==> config.mk <==
export PLATFORM = sky130hd
export DESIGN_NAME = i2c_master_transfer_sequencer_core
export DESIGN_NICKNAME = d
export VERILOG_FILES = /design/src/hdl/i2cmts_pkg.sv /design/src/hdl/i2cmts_buf.sv /design/src/hdl/i2cmts_step.sv /design/src/hdl/i2c_master_transfer_sequencer_core.sv
export VERILOG_INCLUDE_DIRS = /design/src /design/src/hdl
export SDC_FILE = /design/constraint.sdc
export NUM_CORES = 1
export LEC_CHECK = 0
export BUFFER_PORTS_ARGS = -buffer_cell sky130_fd_sc_hd__buf_2
export CAP_MARGIN = 20
export CORE_MARGIN = 4
export CORE_UTILIZATION = 64
export DETAILED_ROUTE_END_ITERATION = 16
export PLACE_DENSITY = 0.85
export SLEW_MARGIN = 25
export SYNTH_ARGS = -nofsm -noshare
export SYNTH_HDL_FRONTEND = slang
export SYNTH_SLANG_ARGS = --single-unit
export TNS_END_PERCENT = 10
==> constraint.sdc <==
create_clock -name clk -period 4.5 [get_ports clk]
set_input_delay 0.9 -clock clk [delete_from_list [all_inputs] [get_ports clk]]
set_output_delay 0.9 -clock clk [all_outputs]
set_load 0.05 [all_outputs]
==> src/hdl/assert_macros.svh <==
// assertion macros shared by the sequencer rtl
// no dependencies; included by files that carry concurrent checks
`ifndef ASSERT_MACROS_SVH
`define ASSERT_MACROS_SVH

// property that must hold at every clock edge out of reset
`define I2CMTS_ASSERT(lbl, clk, rst_n, prop, msg) \
	lbl: assert property (@(posedge clk) disable iff (!rst_n) (prop)) else $error(msg);

// consequence that must hold in the cycle after the trigger
`define I2CMTS_ASSERT_NEXT(lbl, clk, rst_n, trig, cons, msg) \
	lbl: assert property (@(posedge clk) disable iff (!rst_n) (trig) |=> (cons)) else $error(msg);

`endif

==> src/hdl/i2cmts_pkg.sv <==
// shared types, codes and widths of the i2c master transfer sequencer
// no dependencies; used by all sequencer modules
`default_nettype none

package i2cmts_pkg;

	// sizes
	localparam int BUF_DEPTH_DEF = 16;
	localparam int MODE_W        = 3;
	localparam int ADDR_W        = 7;
	localparam int LEN_W         = 5;
	localparam int BYTE_W        = 8;
	localparam int LIDX_W        = 4;
	localparam int PHASE_W       = 3;
	localparam int IN_DATA_W     = 40;
	localparam int OUT_DATA_W    = 32;

	// item kinds
	localparam logic [MODE_W-1:0] MODE_RESERVE = 3'd0;
	localparam logic [MODE_W-1:0] MODE_RELEASE = 3'd1;
	localparam logic [MODE_W-1:0] MODE_WRITE   = 3'd2;
	localparam logic [MODE_W-1:0] MODE_READ    = 3'd3;
	localparam logic [MODE_W-1:0] MODE_EVENT   = 3'd4;
	localparam logic [MODE_W-1:0] MODE_LOAD    = 3'd5;

	// sequencer phases
	localparam logic [PHASE_W-1:0] PH_IDLE     = 3'd0;
	localparam logic [PHASE_W-1:0] PH_WR_START = 3'd1;
	localparam logic [PHASE_W-1:0] PH_WR_ADDR  = 3'd2;
	localparam logic [PHASE_W-1:0] PH_WR_DATA  = 3'd3;
	localparam logic [PHASE_W-1:0] PH_RD_START = 3'd4;
	localparam logic [PHASE_W-1:0] PH_RD_ADDR  = 3'd5;
	localparam logic [PHASE_W-1:0] PH_RD_DATA  = 3'd6;

	// return codes
	localparam logic [1:0] RC_OK           = 2'd0;
	localparam logic [1:0] RC_WRONG_STATE  = 2'd1;
	localparam logic [1:0] RC_NOT_RESERVED = 2'd2;
	localparam logic [1:0] RC_RESERVED     = 2'd3;

	// ack and enable/irq control codes
	localparam logic [1:0] ACK_NONE = 2'd0;
	localparam logic [1:0] ACK_ACK  = 2'd1;
	localparam logic [1:0] ACK_NACK = 2'd2;
	localparam logic [1:0] CTL_NONE = 2'd0;
	localparam logic [1:0] CTL_ON   = 2'd1;
	localparam logic [1:0] CTL_OFF  = 2'd2;

	typedef struct packed {
		logic [MODE_W-1:0] mode;
		logic [ADDR_W-1:0] target_address;
		logic [LEN_W-1:0]  transfer_length;
		logic              flag_start_sent;
		logic              flag_address_acked;
		logic              flag_tx_empty;
		logic              flag_byte_finished;
		logic              flag_rx_full;
		logic [BYTE_W-1:0] rx_data;
		logic [LIDX_W-1:0] load_index;
		logic [BYTE_W-1:0] load_value;
	} item_t;

	typedef struct packed {
		logic [PHASE_W-1:0] phase;
		logic               bus_reserved;
		logic [ADDR_W-1:0]  saved_address;
		logic [LEN_W-1:0]   saved_length;
		logic [LEN_W-1:0]   bytes_done;
	} state_t;

	typedef struct packed {
		logic [1:0]        return_code;
		logic              tx_valid;
		logic [BYTE_W-1:0] tx_byte;
		logic              start_request;
		logic              stop_request;
		logic [1:0]        ack_control;
		logic [1:0]        enable_control;
		logic [1:0]        irq_control;
		logic              clear_address_flag;
		logic              rx_valid;
		logic [BYTE_W-1:0] rx_byte;
		logic              busy_res;
	} result_t;

	typedef struct packed {
		logic              en;
		logic [LIDX_W-1:0] idx;
		logic [BYTE_W-1:0] value;
	} buf_wr_t;

endpackage

`default_nettype wire

==> src/hdl/i2cmts_buf.sv <==
// message buffer with a prefetched read port and write forwarding
// depends on i2cmts_pkg
`default_nettype none

module i2cmts_buf #(
	parameter int BUF_DEPTH = i2cmts_pkg::BUF_DEPTH_DEF
) (
	input  wire logic                          clk,
	input  wire i2cmts_pkg::buf_wr_t           wr,
	input  wire logic [i2cmts_pkg::LEN_W-1:0]  rd_idx,
	output logic      [i2cmts_pkg::BYTE_W-1:0] rd_byte
);

	localparam int AW = (BUF_DEPTH > 1) ? $clog2(BUF_DEPTH) : 1;
	localparam int CW = ((AW > i2cmts_pkg::LEN_W) ? AW : i2cmts_pkg::LEN_W) + 1;

	logic [i2cmts_pkg::BYTE_W-1:0] mem [BUF_DEPTH];
	logic [i2cmts_pkg::BYTE_W-1:0] rd_byte_q;
	logic [CW-1:0]                 wr_wide;
	logic [CW-1:0]                 rd_wide;
	logic [AW-1:0]                 wr_addr;
	logic [AW-1:0]                 rd_addr;
	logic                          wr_ok;

	// drop writes past the end, park reads past the end on entry zero
	always_comb begin
		wr_wide = CW'(wr.idx);
		rd_wide = CW'(rd_idx);
		wr_ok   = wr.en && (wr_wide < CW'(BUF_DEPTH));
		wr_addr = wr_wide[AW-1:0];
		rd_addr = (rd_wide < CW'(BUF_DEPTH)) ? rd_wide[AW-1:0] : '0;
	end

	// storage write and registered read of the next byte to send
	always_ff @(posedge clk) begin
		if (wr_ok) begin
			mem[wr_addr] <= wr.value;
		end
		if (wr_ok && (wr_addr == rd_addr)) begin
			rd_byte_q <= wr.value;
		end else begin
			rd_byte_q <= mem[rd_addr];
		end
	end

	assign rd_byte = rd_byte_q;

endmodule

`default_nettype wire

==> src/hdl/i2cmts_step.sv <==
// next-state and result logic for one item of the transfer sequencer
// depends on i2cmts_pkg
`default_nettype none

module i2cmts_step #(
	parameter int BUF_DEPTH = i2cmts_pkg::BUF_DEPTH_DEF
) (
	input  wire i2cmts_pkg::item_t             item,
	input  wire i2cmts_pkg::state_t            cur,
	input  wire logic [i2cmts_pkg::BYTE_W-1:0] buf_byte,
	output i2cmts_pkg::state_t                 nxt,
	output i2cmts_pkg::result_t                res,
	output i2cmts_pkg::buf_wr_t                wr
);

	localparam logic [i2cmts_pkg::LEN_W-1:0] LEN_MAX =
		(BUF_DEPTH > 31) ? 5'd31 : i2cmts_pkg::LEN_W'(BUF_DEPTH);

	logic [i2cmts_pkg::LEN_W-1:0] len_sat;
	logic [i2cmts_pkg::LEN_W-1:0] done_inc;

	// clamp the requested length to one..buffer depth, at most 31
	always_comb begin
		if (item.transfer_length == '0) begin
			len_sat = i2cmts_pkg::LEN_W'(1);
		end else if (item.transfer_length > LEN_MAX) begin
			len_sat = LEN_MAX;
		end else begin
			len_sat = item.transfer_length;
		end
		done_inc = cur.bytes_done + i2cmts_pkg::LEN_W'(1);
	end

	// command decode, status event sequencing and buffer loads
	always_comb begin
		nxt      = cur;
		res      = '0;
		wr.en    = 1'b0;
		wr.idx   = item.load_index;
		wr.value = item.load_value;
		unique case (item.mode) inside
			i2cmts_pkg::MODE_RESERVE: begin
				if (cur.bus_reserved) begin
					res.return_code = i2cmts_pkg::RC_RESERVED;
				end else begin
					nxt.bus_reserved = 1'b1;
				end
			end
			i2cmts_pkg::MODE_RELEASE: begin
				if (!cur.bus_reserved) begin
					res.return_code = i2cmts_pkg::RC_WRONG_STATE;
				end else begin
					nxt.bus_reserved = 1'b0;
				end
			end
			i2cmts_pkg::MODE_WRITE, i2cmts_pkg::MODE_READ: begin
				if (!cur.bus_reserved) begin
					res.return_code = i2cmts_pkg::RC_NOT_RESERVED;
				end else if (cur.phase != i2cmts_pkg::PH_IDLE) begin
					res.return_code = i2cmts_pkg::RC_WRONG_STATE;
				end else begin
					nxt.saved_address  = item.target_address;
					nxt.saved_length   = len_sat;
					nxt.bytes_done     = '0;
					nxt.phase          = (item.mode == i2cmts_pkg::MODE_WRITE) ?
						i2cmts_pkg::PH_WR_START : i2cmts_pkg::PH_RD_START;
					res.enable_control = i2cmts_pkg::CTL_ON;
					res.start_request  = 1'b1;
					res.irq_control    = i2cmts_pkg::CTL_ON;
				end
			end
			i2cmts_pkg::MODE_EVENT: begin
				unique case (cur.phase)
					i2cmts_pkg::PH_WR_START: begin
						if (item.flag_start_sent) begin
							res.tx_valid = 1'b1;
							res.tx_byte  = {cur.saved_address, 1'b0};
							nxt.phase    = i2cmts_pkg::PH_WR_ADDR;
						end
					end
					i2cmts_pkg::PH_WR_ADDR: begin
						if (item.flag_address_acked) begin
							res.clear_address_flag = 1'b1;
							res.tx_valid           = 1'b1;
							res.tx_byte            = buf_byte;
							nxt.bytes_done         = done_inc;
							nxt.phase              = i2cmts_pkg::PH_WR_DATA;
						end
					end
					i2cmts_pkg::PH_WR_DATA: begin
						if (item.flag_tx_empty || item.flag_byte_finished) begin
							if (cur.bytes_done < cur.saved_length) begin
								res.tx_valid   = 1'b1;
								res.tx_byte    = buf_byte;
								nxt.bytes_done = done_inc;
							end else if (item.flag_byte_finished) begin
								res.irq_control    = i2cmts_pkg::CTL_OFF;
								res.stop_request   = 1'b1;
								res.enable_control = i2cmts_pkg::CTL_OFF;
								nxt.phase          = i2cmts_pkg::PH_IDLE;
							end
						end
					end
					i2cmts_pkg::PH_RD_START: begin
						if (item.flag_start_sent) begin
							res.tx_valid = 1'b1;
							res.tx_byte  = {cur.saved_address, 1'b1};
							nxt.phase    = i2cmts_pkg::PH_RD_ADDR;
						end
					end
					i2cmts_pkg::PH_RD_ADDR: begin
						if (item.flag_address_acked) begin
							// single-byte read: nack and stop before the byte arrives
							if (cur.saved_length == i2cmts_pkg::LEN_W'(1)) begin
								res.ack_control  = i2cmts_pkg::ACK_NACK;
								res.stop_request = 1'b1;
							end else begin
								res.ack_control = i2cmts_pkg::ACK_ACK;
							end
							res.clear_address_flag = 1'b1;
							nxt.phase              = i2cmts_pkg::PH_RD_DATA;
						end
					end
					i2cmts_pkg::PH_RD_DATA: begin
						if (item.flag_rx_full) begin
							res.rx_valid   = 1'b1;
							res.rx_byte    = item.rx_data;
							nxt.bytes_done = done_inc;
							if (done_inc >= cur.saved_length) begin
								res.irq_control    = i2cmts_pkg::CTL_OFF;
								res.stop_request   = (cur.saved_length > i2cmts_pkg::LEN_W'(1));
								res.enable_control = i2cmts_pkg::CTL_OFF;
								nxt.phase          = i2cmts_pkg::PH_IDLE;
							end else if (done_inc ==
									cur.saved_length - i2cmts_pkg::LEN_W'(1)) begin
								// next byte is the last one
								res.ack_control  = i2cmts_pkg::ACK_NACK;
								res.stop_request = 1'b1;
							end
						end
					end
					default: begin
					end
				endcase
			end
			i2cmts_pkg::MODE_LOAD: begin
				wr.en = 1'b1;
			end
			default: begin
			end
		endcase
		res.busy_res = (nxt.phase != i2cmts_pkg::PH_IDLE);
	end

endmodule

`default_nettype wire

==> src/hdl/i2c_master_transfer_sequencer_core.sv <==
// i2c master transfer sequencer: input register, step logic, buffer, result register
// the step stage sits between the input register and the result register
// throughput: one item per cycle while m_tready is high, set by the single step stage
// reset: arst_n clears the handshake state and the sequencer state (idle, not reserved)
// the message buffer is not cleared; a byte must be loaded before it is sent
// depends on i2cmts_pkg, i2cmts_step, i2cmts_buf and assert_macros.svh
`default_nettype none
`include "assert_macros.svh"

module i2c_master_transfer_sequencer_core #(
	parameter int BUF_DEPTH = i2cmts_pkg::BUF_DEPTH_DEF
) (
	input  wire logic                              clk,
	input  wire logic                              arst_n,
	input  wire logic                              s_tvalid,
	output logic                                   s_tready,
	// target_address, transfer_length, flag_start_sent, flag_address_acked,
	// flag_tx_empty, flag_byte_finished, flag_rx_full, rx_data, load_index,
	// load_value, zero pad
	input  wire logic [i2cmts_pkg::IN_DATA_W-1:0]  s_tdata,
	// mode
	input  wire logic [i2cmts_pkg::MODE_W-1:0]     s_tuser,
	output logic                                   m_tvalid,
	input  wire logic                              m_tready,
	// return_code, tx_valid, tx_byte, start_request, stop_request, ack_control,
	// enable_control, irq_control, clear_address_flag, rx_valid, rx_byte,
	// busy_res, zero pad
	output logic      [i2cmts_pkg::OUT_DATA_W-1:0] m_tdata
);

	i2cmts_pkg::item_t   item_in;
	i2cmts_pkg::item_t   item_s1;
	logic                valid_s1;
	i2cmts_pkg::state_t  state_q;
	i2cmts_pkg::state_t  state_nxt;
	i2cmts_pkg::state_t  state_d;
	i2cmts_pkg::result_t res;
	i2cmts_pkg::result_t res_q;
	logic                out_valid_q;
	i2cmts_pkg::buf_wr_t step_wr;
	i2cmts_pkg::buf_wr_t buf_wr;
	logic [i2cmts_pkg::BYTE_W-1:0] buf_byte;
	logic                adv;

	// unpack the input transfer
	always_comb begin
		item_in.mode               = s_tuser;
		item_in.target_address     = s_tdata[6:0];
		item_in.transfer_length    = s_tdata[11:7];
		item_in.flag_start_sent    = s_tdata[12];
		item_in.flag_address_acked = s_tdata[13];
		item_in.flag_tx_empty      = s_tdata[14];
		item_in.flag_byte_finished = s_tdata[15];
		item_in.flag_rx_full       = s_tdata[16];
		item_in.rx_data            = s_tdata[24:17];
		item_in.load_index         = s_tdata[28:25];
		item_in.load_value         = s_tdata[36:29];
	end

	// handshake: the item moves on when the result register is free or drains
	assign adv      = valid_s1 && (!out_valid_q || m_tready);
	assign s_tready = !valid_s1 || adv;

	// input register
	always_ff @(posedge clk or negedge arst_n) begin
		if (!arst_n) begin
			valid_s1 <= 1'b0;
		end else if (s_tready) begin
			valid_s1 <= s_tvalid;
		end
	end

	always_ff @(posedge clk) begin
		if (s_tvalid && s_tready) begin
			item_s1 <= item_in;
		end
	end

	i2cmts_step #(
		.BUF_DEPTH(BUF_DEPTH)
	) u_step (
		.item    (item_s1),
		.cur     (state_q),
		.buf_byte(buf_byte),
		.nxt     (state_nxt),
		.res     (res),
		.wr      (step_wr)
	);

	// buffer writes and the prefetch address follow the committed state
	always_comb begin
		buf_wr    = step_wr;
		buf_wr.en = step_wr.en && adv;
		state_d   = adv ? state_nxt : state_q;
	end

	i2cmts_buf #(
		.BUF_DEPTH(BUF_DEPTH)
	) u_buf (
		.clk    (clk),
		.wr     (buf_wr),
		.rd_idx (state_d.bytes_done),
		.rd_byte(buf_byte)
	);

	// sequencer state
	always_ff @(posedge clk or negedge arst_n) begin
		if (!arst_n) begin
			state_q <= '{phase: i2cmts_pkg::PH_IDLE, default: '0};
		end else if (adv) begin
			state_q <= state_nxt;
		end
	end

	// result register
	always_ff @(posedge clk or negedge arst_n) begin
		if (!arst_n) begin
			out_valid_q <= 1'b0;
		end else if (adv) begin
			out_valid_q <= 1'b1;
		end else if (m_tready) begin
			out_valid_q <= 1'b0;
		end
	end

	always_ff @(posedge clk) begin
		if (adv) begin
			res_q <= res;
		end
	end

	// pack the output transfer
	assign m_tvalid = out_valid_q;
	assign m_tdata  = {2'b00, res_q.busy_res, res_q.rx_byte, res_q.rx_valid,
		res_q.clear_address_flag, res_q.irq_control, res_q.enable_control,
		res_q.ack_control, res_q.stop_request, res_q.start_request,
		res_q.tx_byte, res_q.tx_valid, res_q.return_code};

	// checks
	`I2CMTS_ASSERT(a_done_le_len, clk, arst_n,
		state_q.bytes_done <= state_q.saved_length,
		"byte count passed the transfer length")
	`I2CMTS_ASSERT(a_busy_len, clk, arst_n,
		(state_q.phase == i2cmts_pkg::PH_IDLE) || (state_q.saved_length != '0),
		"active transfer with zero length")
	`I2CMTS_ASSERT(a_busy_match, clk, arst_n,
		!out_valid_q || (res_q.busy_res == (state_q.phase != i2cmts_pkg::PH_IDLE)),
		"presented busy flag disagrees with the sequencer phase")
	`I2CMTS_ASSERT(a_tx_rx_excl, clk, arst_n,
		!out_valid_q || !(res_q.tx_valid && res_q.rx_valid),
		"transmit and receive byte in the same result")
	`I2CMTS_ASSERT_NEXT(a_load_phase, clk, arst_n,
		adv && (item_s1.mode == i2cmts_pkg::MODE_LOAD),
		$stable(state_q.phase),
		"buffer load changed the sequencer phase")

endmodule

`default_nettype wire
Yosys cells after proc, flatten, opt, wreduce, memory -nomap -nowiden:

Memories as Yosys holds them, arrays and structs flattened. A register that Yosys moved wholly into a read port is not among the register bits.
Cells that the tools add are included.

* $add $sub $neg: 2
* $mul: 0
* div/mod/pow operators: 0
* $lt $le $gt $ge: 5
* equal/unequal tests: 13
* shift-type cells: 0
* muxes and demuxes: 66
* bitwise operators: 1
* reduce and logical (&&, ||, !) cells: 22

Operators by type and width (number)
* 9-bit two-way mux: 6
* 3-bit two-way mux: 16
* 5-bit two-way mux: 9
* 9-bit one-hot mux with 4 select lines: 1
* 4-bit two-way mux: 5
* 3-bit one-hot mux with 6 select lines: 1
* 4-bit one-hot mux with 2 select lines: 2
* 3-bit equality test, second input constant: 5
* 5-bit one-hot mux with 3 select lines: 1
* 1-bit two-way mux: 14
* 3-bit by 2-bit equality test with 1-bit output, second input constant: 4
* 5-bit one-hot mux with 2 select lines: 1
* 2-bit two-way mux: 4
* 2-bit AND reduction: 4
* 7-bit two-way mux: 1
* 3-bit by 1-bit equality test with 1-bit output, second input constant: 2
* 2-bit one-hot mux with 3 select lines: 1
* 3-bit one-hot mux with 2 select lines: 1
* 3-bit nonzero test: 2
* 5-bit by 1-bit adder with 5-bit output, second input constant: 1
* 5-bit by 1-bit equality test with 1-bit output, second input constant: 1
* 5-bit equality test: 1
* 5-bit >= comparator: 1
* 5-bit by 1-bit > comparator with 1-bit output, second input constant: 1
* other kinds (17): 24

* register bits after elaboration: 93
* bits in latches: 0
* memory bits (writable): 128
* ROM bits: 0
* input bits: 47
* output and inout port bits: 34
* logic and storage cells: 140
* memories: 1

Memories
* u_buf.mem: words 16, width 8, read ports 1, clocked after memory_dff 1, wr ports 1, line i2cmts_buf.sv:17 `logic [i2cmts_pkg::BYTE_W-1:0] mem [BUF_DEPTH];`

Depth between registers and ports, before layout:

Gate-level depths: netlist (run 1).

* word-level depth: 8
* depth in mapped cells: 10
* depth with buffers taken out: 10

By module:

From an unflattened synthesis (run 1), not the netlist that was laid out.

* cells, all modules: 592
* area, all modules: 9659.3 µm²

By module, submodules not included
* i2cmts_buf: times used 1, cells an instance 229, area each 5092.4 µm², sequential area each 3923.8 µm²
* i2c_master_transfer_sequencer_core: times used 1, cells an instance 127, area each 3088.0 µm², sequential area each 2677.6 µm²
* i2cmts_step: times used 1, cells an instance 236, area each 1478.9 µm², sequential area each 0.0 µm²

Least setup slack after synthesis (run 1):

Ideal clock, no wire load.

* path type: input to register
* from: input port m_tready
* to: memory u_buf.mem[0][0] (netlist name) (enable)
* setup time: 0.383 ns
* arrival: 2.857 ns
* required time: 4.117 ns
* path slack: 1.259 ns
* stages: 7
* path buffers: 1
* cells stage by stage: nand2b_1 nand2_1 inv_1 buf_2 nand3_1 or3_1 nor3_1

* longest elaborated chain between the ends: 5

Ends and longest elaborated chain
* from (decl): line i2c_master_transfer_sequencer_core.sv:24 `input wire logic m_tready,`
* 1-bit logical OR: line i2c_master_transfer_sequencer_core.sv:61 `assign adv = valid_s1 && (!out_valid_q || m_tready);`
* 1-bit logical AND: line i2c_master_transfer_sequencer_core.sv:61
* net adv: line i2c_master_transfer_sequencer_core.sv:43 `logic adv;`
* 1-bit logical AND: line i2c_master_transfer_sequencer_core.sv:93 `buf_wr.en = step_wr.en && adv;`
* 1-bit two-way mux: line i2cmts_buf.sv:36 `if (wr_ok) begin`
* 1-bit two-way mux (implied by the code): line i2cmts_buf.sv:37 `mem[wr_addr] <= wr.value;`
* to (decl): line i2cmts_buf.sv:17

The timed path passes the listed nets, and every way through them passes these cells.

==> results of run 1 <==
==> logic make-up after synthesis <==
family	Yosys count	share of synthesized area
muxes	55	0.1245
buffers and inverters	40	0.02270
AOI/OAI and AO/OA	66	0.04822
adders and majority gates	13	0.01746
DFF	223	0.7022
other	1	0.0004026
xor gates and xnor gates	11	0.01034
and+or+nand+nor	132	0.07415
==> placed cells by master, fill, tap and decap left out, types with 12 or more instances in the layout <==
master / count
mux4_1: 25
clkbuf_16: 23
inv_1: 14
nand2b_1: 13
ha_1: 13
nor3_1: 12
edfxtp_1: 196
mux4_2: 15
nand2_1: 22
buf_2: 75
a21oi_1: 17
mux2_2: 12
nor2_1: 30
dfrtp_1: 23
o21ai_0: 12
nand3_1: 13
==> synth_stat cells, types with 12 or more instances <==
library cell / number / share of area
nand3_1: 13 / 0.0070
edfxtp_1: 196 / 0.63
inv_1: 14 / 0.0056
mux4_2: 15 / 0.036
o21ai_0: 12 / 0.0064
nor3_1: 12 / 0.0064
nand2b_1: 13 / 0.0087
ha_1: 13 / 0.017
nor2_1: 30 / 0.012
dfrtp_1: 23 / 0.062
a21oi_1: 17 / 0.0091
mux4_1: 25 / 0.071
nand2_1: 22 / 0.0089
mux2_2: 12 / 0.015
==> registers in the layout, indices dropped and copies added (netlist names), named ones only <==
| name | count |
|---|---|
| item_s1 | 40 |
| m_tdata | 28 |
| m_tvalid | 1 |
| state_q | 21 |
| u_buf.mem | 128 |
| valid_s1 | 1 |
==> path summary, 6_finish.rpt <==
| path | from | end | slack, ns |
|---|---|---|---|
| setup / recovery | state_q[0] | m_tdata[29] | 1.73 |
| hold / removal | arst_n | m_tvalid | 0.39 |
| setup reg to reg | state_q[0] | m_tdata[29] | 1.73 |
| hold reg to reg | item_s1[31] | state_q[11] | 0.49 |
| max in group asynchronous | arst_n | state_q[14] | 3.73 |
| min in group clk | item_s1[31] | state_q[11] | 0.49 |
==> power breakdown <==
part	internal, mW	switching (mW)
Sequential	2.41	0.234
Clock	1.11	0.761
Combinational	0.598	0.721
==> cell type report <==
cell class / instances / area, um^2 / share of cell area
sequential: 223 / 6541 / 0.6194
timing repair buffer: 82 / 427.9 / 0.04052
multi-input combinational: 279 / 2569 / 0.2432
clock buffer: 26 / 586.8 / 0.05557
tap: 180 / 225.2 / 0.02133
clock inverter: 15 / 157.7 / 0.01493
inverter: 14 / 52.55 / 0.004976
==> through the flow <==
stage                     instances  hold WS, ns
after floorplan                 542       0.4554
after global placement          778       0.4742
after detailed placement        778       0.4741
after CTS                       819       0.3954
after global routing            819       0.4206
final                           819       0.3863
==> layer usage <==
metal  track usage  up-vias
li1              -     2320
met1        0.3076     2609
met2        0.4280      238
met3       0.03238       47
met4       0.07165        0
met5             0        -
==> impl_metrics.tcl, run 1 <==
set metrics [dict create \
    ys.warnings.count 0 \
    cp_top_family "compound AO/OA/AOI/OAI gates" \
    status "finished, final reports clean" \
    row_count 43 \
    fp.dieArea_mm2 0.01655 \
    grt_max_degree 41 \
    io_pins 81 \
    layout-drive-gt1-share 0.2316 \
    total_power_mw 5.839 \
    path_depth 9 \
    die_h_um 128.6 \
    worst_pin_slew_ns 0.9181 \
    fin_skew_ns 0.008559 \
    rsz0062_at_grt "false" \
    root_buffer "clkbuf_16" \
    globalRouteTotalUtil 0.2391 \
    path_clk_slew_ns 0.06 \
    pre_cts_ws_ns 1.428 \
    grt_pass1_vias 5285 \
    design_area_mm2 0.01056 \
    worstRegToRegCells 9 \
    area_growth_pct 13.36 \
    yosysSeqAreaShare 0.7022 \
    crit_top_cell "ha_1" \
    avgSynthCellArea_um2 17.22 \
    vias 5214 \
    path_class "reg -> reg" \
    drtIter0Drc 632 \
    timing.final.max_slew_violations 0 \
    crit_arrival_ns 3.01 \
    place_hpwl_um 12190 \
    antenna_found_initial 0 \
    cts_tree "built" \
    hold_buffers 0 \
    synth_seq_cells 223 \
    cp.buffers_inverters 1 \
    wl_met2_um 10490 \
    maxUsedRoutingLayer "met4" \
    fmax_ghz 0.3612 \
    worstPathRequired_ns 4.74 \
    post_drt_wl_per_cell_um 23.63 \
    htree_levels 1 \
    wl_um 19350 \
    initial_core_util 0.6634 \
    viasPerCell 6.366 \
    fin_nets 683 \
    syn_area_mm2 0.009315 \
    relSlewSlack 0.3856 \
    synth_ff_type "edfxtp_1" \
    fillers 803 \
    final.setup.tns_ns 0 \
    maxCapViolations 0 \
    cts_resized 0 \
    post-route-min-period_ns 2.769 \
    setup_viol 0 \
    setup_ws_ns 1.731 \
    hp-class "in -> async" \
    crit_fanout 5 \
    async_flop_share 0.1031 \
    wl_met1_um 7202 \
    ir_drop_mv 0.3594 \
    cts_buffers 23 \
    powerDensity_mw_per_mm2 552.9 \
    grt-ovfl-total 0 \
    drc 0 \
    grt_pass1_wl_um 29930 \
    end_kind "flop" \
    insertion_delay_ns 0.50 \
    dpl_cell_area_mm2 0.009814 \
    cts_buffer_depth 3 \
    min_period_over_period 0.6152 \
    path_cells "ha_1, nand3_1, xnor2_1, inv_1, ha_1, a21o_1, a31o_2, a2bb2oi_1, a2111o_1" \
    synth.distinct_cells 60 \
    synth_cells 541 \
    crit_slowest_cell "xnor2_1" \
    fin_util 0.7520 \
    hold_viol 0 \
    p_leak_nw 3.806 \
    first_pass_iters 5 \
    wl_met3_um 1133 \
    die_x_um 128.6 \
    slowest_delay_ns 0.45 \
    post_cts_buffers 0 \
    core_area_mm2 0.01404 \
    cts_sinks 223 \
    synth_edf_count 196 \
    start_kind "flop" \
    gp_congestion 0.8967 \
    antenna_cells 0 \
    port_buffers 75 \
    ant_nets 0 \
]
No activity file was read; power rests on OpenSTA's default activity.
==> run 2: changes to the inputs <==
--- a/config.mk
+++ b/config.mk
@@ -6,12 +6,13 @@
 export SDC_FILE = /design/constraint.sdc
 export NUM_CORES = 1
 export LEC_CHECK = 0
+export ABC_AREA = 1
 export BUFFER_PORTS_ARGS = -buffer_cell sky130_fd_sc_hd__buf_2
 export CAP_MARGIN = 20
 export CORE_MARGIN = 4
-export CORE_UTILIZATION = 64
+export CORE_UTILIZATION = 54
 export DETAILED_ROUTE_END_ITERATION = 16
-export PLACE_DENSITY = 0.85
+export PLACE_DENSITY = 0.76
 export SLEW_MARGIN = 25
 export SYNTH_ARGS = -nofsm -noshare
 export SYNTH_HDL_FRONTEND = slang
==> constraint.sdc (replaced) <==
create_clock -name clk -period 2.5 [get_ports clk]
set_input_delay 0.5 -clock clk [delete_from_list [all_inputs] [get_ports clk]]
set_output_delay 0.5 -clock clk [all_outputs]
set_load 0.05 [all_outputs]
==> run 2 against run 1 <==
Net effect: worst setup slack got worse by 1.5 ns; sequential cell count did not move; global-route usage fell by 3.6 points; cell count rose by 39%; wire length rose by 4.2%; largest cell class unchanged; first-iteration DRC count fell by 3.0%; highest routed layer unchanged.
==> impl_metrics.tcl, run 2 <==
set metrics [dict create \
    synth_edf_count 196 \
    reg2reg_from "state_q[0]" \
    viasPerCell 5.515 \
    rrSetupSlack_ns 0.22 \
    crit_arrival_ns 2.54 \
    final.setup.tns_ns 0 \
    globalRouteTotalUtil 0.2029 \
    synth_top_cell_area_share 0.6198 \
    hold_viol 0 \
    cts_buffer_depth 3 \
    path_clk_slew_ns 0.06 \
    crit_slowest_cell "dfrtp_1" \
    worst_pin_slew_ns 0.6027 \
    layout_common_cells "196 x edfxtp_1, 118 x nor2_1, 115 x nand2_1" \
    hp-class "in -> reg" \
    yosysMostFrequentCell "edfxtp_1" \
    fmax_ghz 0.4391 \
    top_register "u_buf.mem" \
    row_count 48 \
    slowest_delay_ns 0.38 \
    hold_path.startpoint "s_tdata[12]" \
    start_kind "flop" \
    layout_commonest_cell "edfxtp_1" \
    layout-drive-gt1-share 0.1787 \
    crit_fanout 4 \
    setup_viol 0 \
    drc 0 \
    timing.final.max_slew_violations 0 \
    gp_congestion 0.9312 \
    cts_buffers 23 \
    path_cells "ha_2, nand3_1, nand2_1, and2_1, ha_1, nand2_1, inv_1, o21ai_0, nand4_1, nand2_1, o21ai_0, inv_1, nand3_1, nand2_1, inv_1" \
    cp_top_family "simple AND/OR/NAND/NOR gates" \
    die_h_um 140.6 \
    fp.dieArea_mm2 0.01977 \
    grt_pass1_wl_um 31600 \
    fillers 1268 \
    min_path_cells 1 \
    synth_ff_type "edfxtp_1" \
    fin_nets 959 \
    min_period_over_period 0.9109 \
    status "finished, final reports clean" \
    yosysSeqAreaShare 0.6888 \
    end_kind "flop" \
    rsz0062_at_grt "false" \
    grt_pass1_vias 5810 \
    path_class "reg -> reg" \
    place_hpwl_um 13290 \
    area_growth_pct 15.47 \
    largest_reg_flops 128 \
    dpl_cell_area_mm2 0.01025 \
    antenna_cells 0 \
    design_area_mm2 0.01097 \
    port_buffers 75 \
    maxCapViolations 0 \
    synth.top_cells.by_area "edfxtp_1 62%, dfrtp_1 6.1%, nor2_1 4.7%" \
    synth.distinct_cells 41 \
    synth_common_cells "196 x edfxtp_1, 118 x nor2_1, 115 x nand2_1, 57 x inv_1, 47 x o21ai_0" \
    die_x_um 140.6 \
    initial_core_util 0.5510 \
    synth_seq_cells 223 \
    cts_sinks 223 \
    crit_top_cell "nand2_1" \
    post-route-min-period_ns 2.277 \
    async_flop_share 0.1031 \
    relSlewSlack 0.5982 \
    path_depth 15 \
    powerDensity_mw_per_mm2 975.1 \
    ir_drop_mv 0.7790 \
    hold_path_end "item_s1[24]" \
    insertion_delay_ns 0.50 \
    first_pass_iters 6 \
    core_area_mm2 0.01724 \
    grt-ovfl-total 0 \
    worstPathRequired_ns 2.76 \
    antenna_found_initial 0 \
    fin_skew_ns 0.01050 \
    htree_levels 1 \
    grt_max_degree 65 \
    avgSynthCellArea_um2 11.84 \
    io_pins 81 \
    synth_area_leader_cell "edfxtp_1" \
    syn_area_mm2 0.009497 \
    wl_um 20160 \
    post_drt_wl_per_cell_um 17.73 \
    r2r_end "m_tdata[12]" \
    cts_tree "built" \
    ant_nets 0 \
    ys.warnings.count 0 \
    drtIter0Drc 613 \
    worstRegToRegCells 15 \
    synth_cells 802 \
    cp.buffers_inverters 3 \
    vias 6271 \
    p_leak_nw 4.333 \
    root_buffer "clkbuf_16" \
]
run 2: worst max-delay path by stage:
stage / startpoint / endpoint / slack, ns
after floorplan: m_tvalid / item_s1[0] / 0.06
after global placement: state_q[0] / m_tdata[12] / 0.18
after detailed placement: state_q[0] / m_tdata[12] / 0.14
after CTS: state_q[0] / m_tdata[12] / 0.14
after global routing: state_q[0] / m_tdata[12] / 0.03
final: state_q[0] / m_tdata[12] / 0.22
run 2: report_power, final:
group / switching, mW / internal, mW
sequential: 0.272 / 4.36
clock: 1.28 / 1.84
combinational: 1.96 / 0.985
run 2: layer usage:
layer  wire (um)  global-route usage  up-vias
met5           0                   0        -
met3        1489             0.03256       46
met4         594             0.07394        0
met1        8626              0.2936     2927
li1            -                   -     3039
met2        9454              0.3153      259
run 2: metrics by stage:
stage / total power [mW] / std cells / utilization / worst slack [ns] / hold WS (ns)
2_1_floorplan: 6.730 / 803 / - / 0.06490 / 0.2044
3_3_place_gp: 7.527 / 1097 / 0.5949 / 0.1784 / 0.4227
3_5_place_dp: 7.588 / 1097 / 0.5949 / 0.1362 / 0.4267
4_1_cts: 10.70 / 1136 / 0.6352 / 0.1418 / 0.1577
5_1_grt: 11.26 / 1137 / 0.6362 / 0.03449 / 0.1555
6_report: 10.69 / 1137 / 0.6362 / 0.2228 / 0.1741
run 2: area by class of cell:
class,count,area (um^2),share of cell area
multi-input combinational,479,2550,0.2325
clock buffer,32,629.4,0.05739
tap,225,281.5,0.02567
clock inverter,6,53.80,0.004906
sequential,223,6543,0.5966
inverter,66,247.7,0.02259
timing repair buffer,106,660.6,0.06025
run 2: repair_timing:
item                       4_1_cts  5_1_grt
gates resized for setup          0        2
setup buffers                    0        1
hold endpoints to repair         2        0
setup endpoints to repair        0        1
hold buffers                     1        0
run 2: logic make-up after synthesis:
family / after synthesis / share of synthesized area
AO/OA/AOI/OAI: 148 / 0.1024
other: 1 / 0.0003949
XOR/XNOR: 10 / 0.009223
AND/OR/NAND/NOR: 306 / 0.1379
buffers and inverters: 101 / 0.04414
flip-flops: 223 / 0.6888
adder cells (fa/ha/maj): 13 / 0.01713
run 2: worst reg2reg max path, delay by kind of cell (launching register included):
| kind | cells | cell delay [ns] |
|---|---|---|
| buffers and inverters | 3 | 0.13 |
| adder cells (fa/ha/maj) | 2 | 0.52 |
| AND/OR/NAND/NOR | 8 | 0.87 |
| AO/OA/AOI/OAI | 2 | 0.13 |
| flip-flops | 1 | 0.38 |
